<file path="src/rtl/chv_pkg.sv">
// Shared types, codes and the quarter-wave sine table for the circle Hough voter.
package chv_pkg;

  localparam int ANGLE_STEPS  = 360;
  localparam int HALF_TURN    = 180;
  localparam int QUARTER_TURN = 90;
  localparam int QUEUE_DEPTH  = 2;

  // input operation codes
  localparam logic [1:0] OP_VOTE  = 2'd0;
  localparam logic [1:0] OP_READ  = 2'd1;
  localparam logic [1:0] OP_CLEAR = 2'd2;

  // configuration register indexes
  localparam logic [1:0] REG_RADIUS    = 2'd0;
  localparam logic [1:0] REG_THRESHOLD = 2'd1;
  localparam logic [1:0] REG_WIDTH     = 2'd2;
  localparam logic [1:0] REG_HEIGHT    = 2'd3;

  typedef struct packed {
    logic [1:0] operation;
    logic [7:0] pos_x;
    logic [7:0] pos_y;
    logic [7:0] edge_value;
  } in_item_t;

  typedef struct packed {
    logic [7:0]  cell_x;
    logic [7:0]  cell_y;
    logic [15:0] vote_count;
    logic        is_circle;
  } out_item_t;

  typedef struct packed {
    logic [7:0]  radius;
    logic [15:0] threshold;
    logic [8:0]  width;
    logic [8:0]  height;
  } cfg_t;

  typedef enum logic [1:0] {
    CMD_VOTE,
    CMD_READ,
    CMD_CLEAR
  } cmd_kind_t;

  typedef struct packed {
    cmd_kind_t  kind;
    logic [7:0] x;
    logic [7:0] y;
  } cmd_t;

  typedef struct packed {
    logic push;
    cmd_t cmd;
  } push_t;

  typedef struct packed {
    logic full;
    logic empty;
  } fifo_status_t;

  typedef struct packed {
    logic init_clear;
    logic idle;
  } back_status_t;

  typedef enum logic [2:0] {
    B_IDLE,
    B_CLEAR,
    B_VOTE,
    B_DRAIN,
    B_RD_ISSUE,
    B_RD_WAIT
  } back_state_t;

  typedef logic signed [15:0] q14_t;
  typedef q14_t qtab_t [0:QUARTER_TURN];
  typedef logic [63:0] div_tab_t [0:9];

  localparam logic [63:0] PI_Q30    = 64'd3373259426;
  localparam int          Q30_SHIFT = 30;
  localparam div_tab_t    TAYLOR_DIV = '{64'd6, 64'd20, 64'd42, 64'd72, 64'd110,
                                         64'd156, 64'd210, 64'd272, 64'd342, 64'd420};

  // round(16384*sin(d deg)) for d in 0..90, integer Taylor series at elaboration
  function automatic qtab_t build_quarter_sin();
    qtab_t              tab;
    logic [63:0]        x;
    logic [63:0]        term;
    logic signed [64:0] sum;
    for (int d = 0; d <= QUARTER_TURN; d++) begin
      x    = (64'(d) * PI_Q30) / 64'd180;
      term = x;
      sum  = $signed({1'b0, x});
      for (int k = 1; k <= 10; k++) begin
        term = (term * x) >> Q30_SHIFT;
        term = (term * x) >> Q30_SHIFT;
        term = term / TAYLOR_DIV[k-1];
        if (k[0]) begin
          sum = sum - $signed({1'b0, term});
        end else begin
          sum = sum + $signed({1'b0, term});
        end
      end
      if (sum < 0) begin
        sum = '0;
      end
      tab[d] = 16'((sum + 65'sd32768) >>> 16);
    end
    return tab;
  endfunction

  localparam qtab_t QUARTER_SIN = build_quarter_sin();

endpackage

</file>
<file path="src/rtl/chv_cmd_fifo.sv">
// Short command queue between the front end and the back end.
module chv_cmd_fifo (
  input  logic                  clk,
  input  logic                  rst_n,
  input  chv_pkg::push_t        push,
  input  logic                  pop,
  output chv_pkg::cmd_t         head,
  output chv_pkg::fifo_status_t status
);

  localparam int PW = $clog2(chv_pkg::QUEUE_DEPTH);
  localparam int CW = $clog2(chv_pkg::QUEUE_DEPTH + 1);

  chv_pkg::cmd_t  entry_r [0:chv_pkg::QUEUE_DEPTH-1];
  logic [PW-1:0]  wr_ptr_r;
  logic [PW-1:0]  rd_ptr_r;
  logic [CW-1:0]  cnt_r;
  logic [CW-1:0]  cnt_nxt;

  assign head         = entry_r[rd_ptr_r];
  assign status.full  = (cnt_r == CW'(chv_pkg::QUEUE_DEPTH));
  assign status.empty = (cnt_r == '0);

  always_comb begin
    cnt_nxt = cnt_r;
    if (push.push && !pop) begin
      cnt_nxt = cnt_r + 1'b1;
    end else if (pop && !push.push) begin
      cnt_nxt = cnt_r - 1'b1;
    end
  end

  always_ff @(posedge clk) begin
    if (push.push) begin
      entry_r[wr_ptr_r] <= push.cmd;
    end
  end

  always_ff @(posedge clk) begin
    if (!rst_n) begin
      wr_ptr_r <= '0;
      rd_ptr_r <= '0;
      cnt_r    <= '0;
    end else begin
      cnt_r <= cnt_nxt;
      if (push.push) begin
        wr_ptr_r <= (wr_ptr_r == PW'(chv_pkg::QUEUE_DEPTH - 1)) ? '0 : wr_ptr_r + 1'b1;
      end
      if (pop) begin
        rd_ptr_r <= (rd_ptr_r == PW'(chv_pkg::QUEUE_DEPTH - 1)) ? '0 : rd_ptr_r + 1'b1;
      end
    end
  end

endmodule

</file>
<file path="config.mk">
export PLATFORM = sky130hd
export DESIGN_NAME = chv_cmd_fifo
export DESIGN_NICKNAME = d
export VERILOG_FILES = /design/src/rtl/chv_pkg.sv /design/src/rtl/chv_cmd_fifo.sv
export SDC_FILE = /design/constraint.sdc
export NUM_CORES = 1
export LEC_CHECK = 0
export BUFFER_PORTS_ARGS = -buffer_cell sky130_fd_sc_hd__buf_2
export CORE_MARGIN = 2
export CORE_UTILIZATION = 30
export DETAILED_ROUTE_END_ITERATION = 7
export GPL_ROUTABILITY_DRIVEN = 1
export PLACE_DENSITY_LB_ADDON = 0.25
export SLEW_MARGIN = 20
export SYNTH_ARGS = -nofsm -noshare
export SYNTH_HDL_FRONTEND = slang
export SYNTH_SLANG_ARGS = --single-unit
</file>
<file path="constraint.sdc">
create_clock -name clk -period 4 [get_ports clk]
set_input_delay 1.2 -clock clk [delete_from_list [all_inputs] [get_ports clk]]
set_output_delay 1.2 -clock clk [all_outputs]
set_load 0.05 [all_outputs]
</file>
==> impl_metrics.py, run 1 <==
metrics = {
    "cells_and_area": {
        "n_antenna_cell": 0,
        "areaGrowthSynthToFinish_pct": 27.25,
        "nFillCells": 454,
        "fin_util": 0.4029,
        "nNetsFinal": 147,
        "drive_gt1_frac": 0.5520,
        "fin_area_um2": 1928,
    },
    "worst_setup_path": {
        "critical_path_required_ps": 2800,
        "critPathArrivalTime_ps": 1790,
        "cpMaxStageDelayCell": "dfxtp_1",
        "crit_buf_inv": 1,
        "cp_max_fo": 18,
        "cp-end-kind": "output port",
        "crit_chain": "mux2_2 -> buf_2",
        "crit_type": "register to output port",
        "crit_family": "flip-flops",
        "max_stage_delay_ps": 860,
        "crit_path_start_kind": "register",
    },
    "clock_tree": {
        "cts_tree": "done",
        "htreeDepth": 2,
        "cts_root_buffer": "clkbuf_8",
        "postCtsSetupRepairBufs": 0,
        "clock_latency_ps": 290,
        "cts_sinks": 41,
        "numCtsBuffers": 5,
        "clockBufferDepth": 2,
        "hold_buffers": 0,
        "path_clk_slew_ps": 80,
        "ctsResizeCount": 0,
    },
    "pwr": {
        "power_w": 0.001056,
        "p_per_area_nw_per_um2": 547.8,
        "ir_drop_mv": 0.2571,
        "leakagePower_nw": 0.7352,
    },
    "synth": {
        "synthSimpleGateAreaFrac": 0.03716,
        "synth_fa_ha_area_frac": 0.008258,
        "synthXorXnorAreaFrac": 0.01734,
        "synth_top_family_by_area": "multiplexers",
        "yosysUniqueCellTypes": 17,
        "synth.avg_cell_area_um2": 19.43,
        "syn_inst": 78,
        "synth-compound-area-share": 0.01321,
        "synth_mux_area_frac": 0.1338,
        "seq_area_frac_synth": 0.7795,
        "ys_ff_latch": 41,
        "synth_nets": 101,
        "synth.cell_area_um2": 1515,
        "yosys_warnings": 0,
    },
    "grt": {
        "grt_pass1_wl_mm": 3.822,
        "antenna_found_initial": 0,
        "grt_usage": 0.09791,
        "grt_max_degree": 20,
        "grt_overflow": 0,
        "grt_pass1_vias": 803,
    },
    "place": {
        "place_congestion": 0.6395,
        "numPortBuffers": 41,
        "hpwlAfterDp_mm": 1.761,
        "pre_cts_ws_ps": 1275,
        "postPlaceCellArea_um2": 1794,
    },
    "sta": {
        "min_period_ps": 2987,
        "timing.fmax_mhz": 334.8,
        "worstMarginPinSlew_ps": 999.5,
        "hold_viol_final": 0,
        "setup_viol": 0,
        "period_share": 0.7467,
        "slew_headroom": 0.3307,
        "setup_ws_ps": 1013,
        "fin_setup_tns_ps": 0,
        "rsz0062_at_grt": "false",
        "finClkSkew_ps": 5.889,
        "maxSlewViolCount": 0,
    },
    "detailed_routing": {
        "avgRoutedWirePerCell_um": 13.36,
        "dr.pass1.iters": 4,
        "route.detailed.drc": 0,
        "detail-route-antenna-nets": 0,
        "dr_total_vias": 811,
        "wirelength_mm": 2.565,
        "drtIter0Drc": 19,
        "viasPerCell": 4.224,
    },
    "floorplan": {
        "num_rows": 25,
        "core_area_um2": 4786,
        "die_h_um": 75.07,
        "initial_utilization": 0.3166,
        "io_pins": 42,
        "die_area_um2": 5636,
        "die_x_um": 75.07,
    },
    "run_status": {
        "status": "finished, final reports clean",
    },
    "flow_run": {
        "maxCapViolCount": 0,
    },
    "min_path": {
        "hp-class": "register to register",
    },
}
==> final timing paths <==
check	from	endpoint	slack (ps)	depth (start not counted)
setup / recovery	register	head[5]	1010	2
hold / removal	cnt_r[1]	cnt_r[1]	530	2
setup reg to reg	wr_ptr_r	entry_r[0][10]	2510	1
hold reg to reg	cnt_r[1]	cnt_r[1]	530	2
==> stage by stage <==
stage	hold WS (ps)	cells
after detailed placement	516.7	184
final	526.9	192
after floorplan	466.2	78
after CTS	527.4	192
after global placement	477.4	184
after global routing	594.8	192
==> cell usage after synthesis <==
cell type / n / area share
edfxtp_1: 36 / 0.71
o21a_1: 1 / 0.0050
xnor2_1: 1 / 0.0058
ha_1: 1 / 0.0083
dfxtp_1: 5 / 0.066
mux2_2: 18 / 0.13
inv_1: 1 / 0.0025
o21ai_0: 1 / 0.0033
nor2b_1: 2 / 0.0083
and2b_2: 1 / 0.0058
or3_1: 1 / 0.0041
buf_4: 1 / 0.0050
and2_1: 4 / 0.017
buf_2: 1 / 0.0033
xor2_1: 2 / 0.012
nor2_1: 1 / 0.0025
a21boi_1: 1 / 0.0050
==> cell families after synthesis <==
group,after synthesis
buffers and inverters,3
multiplexers,18
XOR/XNOR,3
AND/OR/NAND/NOR,9
flip-flops,41
adder cells (fa/ha/maj),1
AO/OA/AOI/OAI,3
==> cell type report <==
type	instances	area, um2	share of cell area
multi-input combinational	34	320.3	0.1661
timing repair buffer	41	205.2	0.1064
sequential	41	1181	0.6126
inverter	1	3.754	0.001947
clock buffer	5	68.82	0.03569
tap	67	83.83	0.04348
clock inverter	3	65.06	0.03374
==> state kept, by name, indices dropped and copies added, names as in the netlist, named ones only <==
name and count:
cnt_r 2, wr_ptr_r 1, rd_ptr_r 1, entry_r 36
==> routing by layer <==
| metal | vias up | GRT usage | share of wire |
|---|---|---|---|
| met5 | - | 0 | 0 |
| met4 | 0 | 0.05357 | 0.021 |
| met3 | 5 | 0.04284 | 0.077 |
| met2 | 30 | 0.1501 | 0.47 |
| met1 | 389 | 0.1156 | 0.43 |
| li1 | 387 | - | - |
==> placed cells by master, fill, tap and decap left out <==
cell,n
a21boi_1,1
and2_1,4
and2b_2,1
buf_2,41
bufinv_16,2
clkbuf_8,5
clkinv_2,1
dfxtp_1,5
edfxtp_1,36
ha_1,1
inv_1,1
mux2_2,18
nor2_1,1
nor2b_1,1
nor2b_2,1
o21a_1,1
o21ai_0,1
or3_1,1
xnor2_1,1
xor2_1,2
==> power by group <==
group	internal [W]	switching, W	leakage (nW)
Clock	0.000248	0.000138	0.0681
Combinational	0.0000510	0.000112	0.288
Sequential	0.000492	0.0000152	0.379
Total	0.000791	0.000265	0.735
Note: power is estimated with default switching activity, not from simulation.
==> inputs of run 2 (changes only) <==
==> constraint.sdc (replaced) <==
create_clock -name clk -period 2.86 [get_ports clk]
set_input_delay 0.858 -clock clk [delete_from_list [all_inputs] [get_ports clk]]
set_output_delay 0.858 -clock clk [all_outputs]
set_load 0.05 [all_outputs]
==> impl_metrics.py, run 2 (synthesized netlist as in run 1, its figures left out) <==
metrics = {
    "run_status": {
        "status": "finished, final reports clean",
    },
    "worst_setup_path": {
        "cpMaxStageDelayCell": "dfxtp_1",
        "r2r-end": "entry_r[1][10]",
        "crit_chain": "buf_4 -> mux2_2 -> buf_2",
        "crit_cells": 3,
        "max_stage_delay_ps": 390,
        "reg2regPathDepth": 2,
        "rrSetupSlack_ps": 1540,
        "crit_path_start_kind": "register",
        "cp-end-kind": "output port",
        "crit_family": "buffers and inverters",
        "crit_type": "register to output port",
        "crit_buf_inv": 2,
        "critPathArrivalTime_ps": 1530,
        "r2r_start": "wr_ptr_r",
        "critical_path_required_ps": 2000,
        "cp_max_fo": 15,
    },
    "floorplan": {
        "die_area_um2": 5636,
        "die_x_um": 75.07,
        "io_pins": 42,
        "num_rows": 25,
        "die_h_um": 75.07,
        "core_area_um2": 4786,
        "initial_utilization": 0.3166,
    },
    "clock_tree": {
        "ctsResizeCount": 0,
        "clockBufferDepth": 2,
        "numCtsBuffers": 5,
        "htreeDepth": 2,
        "clock_latency_ps": 290,
        "path_clk_slew_ps": 70,
        "cts_sinks": 41,
        "cts_tree": "done",
        "hold_buffers": 0,
        "postCtsSetupRepairBufs": 0,
        "cts_root_buffer": "clkbuf_8",
    },
    "sta": {
        "finClkSkew_ps": 7.131,
        "holdWs_ps": 526.1,
        "period_share": 0.8341,
        "min_period_ps": 2386,
        "slew_headroom": 0.7277,
        "worstMarginPinSlew_ps": 408.4,
        "setup_viol": 0,
        "fin_setup_tns_ps": 0,
        "rsz0062_at_grt": "false",
        "hold_viol_final": 0,
        "timing.fmax_mhz": 419.2,
        "maxSlewViolCount": 0,
    },
    "cells_and_area": {
        "fin_area_um2": 1934,
        "layout_commonest_cell": "buf_2",
        "mostFrequentLayoutCells": "41 x buf_2, 36 x edfxtp_1, 18 x mux2_2",
        "drive_gt1_frac": 0.5581,
        "largest_reg_flops": 36,
        "areaGrowthSynthToFinish_pct": 27.66,
        "n_antenna_cell": 0,
        "top_register": "entry_r",
        "fin_cells": 196,
        "nNetsFinal": 151,
        "top_regs": "entry_r (36), cnt_r (2)",
    },
    "place": {
        "postPlaceCellArea_um2": 1824,
        "numPortBuffers": 41,
        "hpwlAfterDp_mm": 1.770,
        "place_congestion": 0.6830,
        "place_inst": 188,
    },
    "detailed_routing": {
        "viasPerCell": 4.102,
        "dr.pass1.iters": 4,
        "drtIter0Drc": 19,
        "route.detailed.drc": 0,
        "wirelength_mm": 2.498,
        "detail-route-antenna-nets": 0,
        "avgRoutedWirePerCell_um": 12.74,
        "dr_total_vias": 804,
    },
    "pwr": {
        "leakagePower_nw": 0.7392,
        "ir_drop_mv": 0.3178,
        "p_per_area_nw_per_um2": 718.8,
    },
    "grt": {
        "grt_max_degree": 16,
        "grt_overflow": 0,
        "grt_pass1_vias": 834,
        "grt_pass1_wl_mm": 3.939,
        "antenna_found_initial": 0,
        "grt_usage": 0.09831,
    },
    "min_path": {
        "hold_path_depth": 2,
        "hold_start": "cnt_r[1]",
        "hp-class": "register to register",
        "hold-path-endpoint": "cnt_r[1]",
    },
    "flow_run": {
        "maxCapViolCount": 0,
    },
}
[run 2: worst reg2reg max path: cells and delay by family, from the launching register on]
kind          cells  cell delay, ps
simple gates      1             390
flops             1             350
buf+inv           1             280
[run 2: how the worst max path moves through the flow]
stage	slack [ps]	to
finish	470	head[4]
global route	360	head[4]
CTS	430	head[4]
detailed placement	760	head[4]
global placement	780	head[5]
floorplan	730	entry_r[0][0]
[run 2: stage by stage]
| step | total power, W | worst slack [ps] | utilization |
|---|---|---|---|
| after floorplan | 0.0008956 | 725.4 | - |
| after global placement | 0.0009561 | 781.4 | 0.3812 |
| after detailed placement | 0.0009599 | 757.0 | 0.3812 |
| after CTS | 0.001413 | 427.8 | 0.4042 |
| after global routing | 0.001455 | 358.4 | 0.4042 |
| final | 0.001390 | 474.4 | 0.4042 |
[run 2: metal layers]
layer,GRT usage,vias up,share of wire
li1,-,390,-
met1,0.1176,378,0.42
met2,0.1520,30,0.47
met3,0.04685,6,0.084
met4,0.04167,0,0.018
met5,0,-,0
[run 2: layout make-up]
type                            count  area, um2
Clock buffer                        5      68.82
Clock inverter                      3      41.29
Fill cell                         449       2851
Inverter                            1      3.754
Multi-Input combinational cell     34      320.3
Sequential cell                    41       1181
Tap cell                           67      83.83
Timing Repair Buffer               45      235.2
[run 2: report_power, final]
group | internal (W) | switching (W) | total [W] | leakage [nW]
Combinational | 0.0000762 | 0.000166 | 0.000242 | 0.308
Sequential | 0.000688 | 0.0000129 | 0.000701 | 0.379
Clock | 0.000257 | 0.000191 | 0.000447 | 0.0518
==> inputs of run 3 (changes only) <==
==> constraint.sdc (replaced) <==
create_clock -name clk -period 2.1 [get_ports clk]
set_input_delay 0.63 -clock clk [delete_from_list [all_inputs] [get_ports clk]]
set_output_delay 0.63 -clock clk [all_outputs]
set_load 0.05 [all_outputs]
==> impl_metrics.py, run 3 (synthesized netlist as in run 1, its figures left out) <==
metrics = {
    "sta": {
        "setup_viol": 0,
        "slew_headroom": 0.8285,
        "period_share": 0.9615,
        "timing.fmax_mhz": 495.3,
        "fin_setup_tns_ps": 0,
        "worstMarginPinSlew_ps": 259.1,
        "rsz0062_at_grt": "false",
        "maxSlewViolCount": 0,
        "hold_viol_final": 0,
        "min_period_ps": 2019,
        "holdWs_ps": 517.8,
        "finClkSkew_ps": 4.671,
    },
    "pwr": {
        "leakagePower_nw": 0.7563,
        "ir_drop_mv": 0.3279,
        "power_w": 0.001929,
        "p_per_area_nw_per_um2": 986.2,
    },
    "clock_tree": {
        "htreeDepth": 2,
        "ctsResizeCount": 0,
        "cts_tree": "done",
        "numCtsBuffers": 5,
        "clock_latency_ps": 280,
        "cts_sinks": 41,
        "hold_buffers": 0,
        "cts_root_buffer": "clkbuf_8",
        "path_clk_slew_ps": 70,
        "postCtsSetupRepairBufs": 0,
        "clockBufferDepth": 2,
    },
    "cells_and_area": {
        "layout_commonest_cell": "buf_2",
        "largest_reg_flops": 36,
        "n_antenna_cell": 0,
        "fin_area_um2": 1956,
        "nNetsFinal": 153,
        "mostFrequentLayoutCells": "41 x buf_2, 36 x edfxtp_1, 18 x mux2_2",
        "areaGrowthSynthToFinish_pct": 29.07,
        "fin_util": 0.4086,
        "top_register": "entry_r",
        "top_regs": "entry_r (36), cnt_r (2)",
        "drive_gt1_frac": 0.5649,
    },
    "worst_setup_path": {
        "critPathArrivalTime_ps": 1390,
        "critical_path_required_ps": 1470,
        "cp_max_fo": 11,
        "crit_type": "register to output port",
        "cp-end-kind": "output port",
        "rrSetupSlack_ps": 1060,
        "crit_path_start_kind": "register",
    },
    "flow_run": {
        "maxCapViolCount": 0,
    },
    "floorplan": {
        "initial_utilization": 0.3166,
        "num_rows": 25,
        "die_x_um": 75.07,
        "io_pins": 42,
        "die_area_um2": 5636,
        "die_h_um": 75.07,
        "core_area_um2": 4786,
    },
    "grt": {
        "grt_max_degree": 13,
        "grt_overflow": 0,
        "grt_usage": 0.09924,
        "antenna_found_initial": 0,
        "grt_pass1_vias": 824,
        "grt_pass1_wl_mm": 3.843,
    },
    "detailed_routing": {
        "dr_total_vias": 831,
        "viasPerCell": 4.197,
        "dr.pass1.iters": 2,
        "avgRoutedWirePerCell_um": 12.98,
        "drtIter0Drc": 42,
        "route.detailed.drc": 0,
        "wirelength_mm": 2.571,
        "detail-route-antenna-nets": 0,
    },
    "run_status": {
        "status": "finished, final reports clean",
    },
    "place": {
        "numPortBuffers": 41,
        "place_congestion": 0.6353,
        "postPlaceCellArea_um2": 1839,
        "hpwlAfterDp_mm": 1.808,
    },
    "min_path": {
        "hp-class": "register to register",
    },
}
-- run 3: layout make-up --
type / count / area, um2
clock buffer: 7 / 86.33
tap: 67 / 83.83
sequential: 41 / 1181
timing repair buffer: 47 / 250.2
multi-input combinational: 34 / 320.3
fill: 454 / 2830
clock inverter: 1 / 30.03
inverter: 1 / 3.754
-- run 3: report_power, final --
group,total (W),switching [W],internal [W]
clock,0.000639,0.000252,0.000387
combinational,0.000337,0.000230,0.000108
sequential,0.000952,0.0000154,0.000937
-- run 3: final timing paths --
| path | from | end | cells past startpoint |
|---|---|---|---|
| worst max-delay path | register | head[6] | 3 |
| worst min-delay path | cnt_r[1] | cnt_r[1] | 2 |
| worst max register to register | cnt_r[0] | cnt_r[1] | 3 |
| worst min register to register | cnt_r[1] | cnt_r[1] | 2 |
-- run 3: routing by layer --
layer	vias up	global-route usage	wire, um
met3	6	0.03748	179
met5	-	0	0
li1	396	-	-
met4	0	0.05952	55
met2	30	0.1647	1270
met1	399	0.1076	1066
-- run 3: critical path: stages, from the launching register on --
cell     delay (ps)
dfxtp_1         330
buf_4           200
mux2_2          360
buf_2           210
-- run 3: metrics by stage --
stage               std cells  worst slack (ps)
global placement          190             395.8
CTS                       198             57.73
floorplan                  78             193.4
finish                    198             80.95
global route              198             22.38
detailed placement        190             372.8
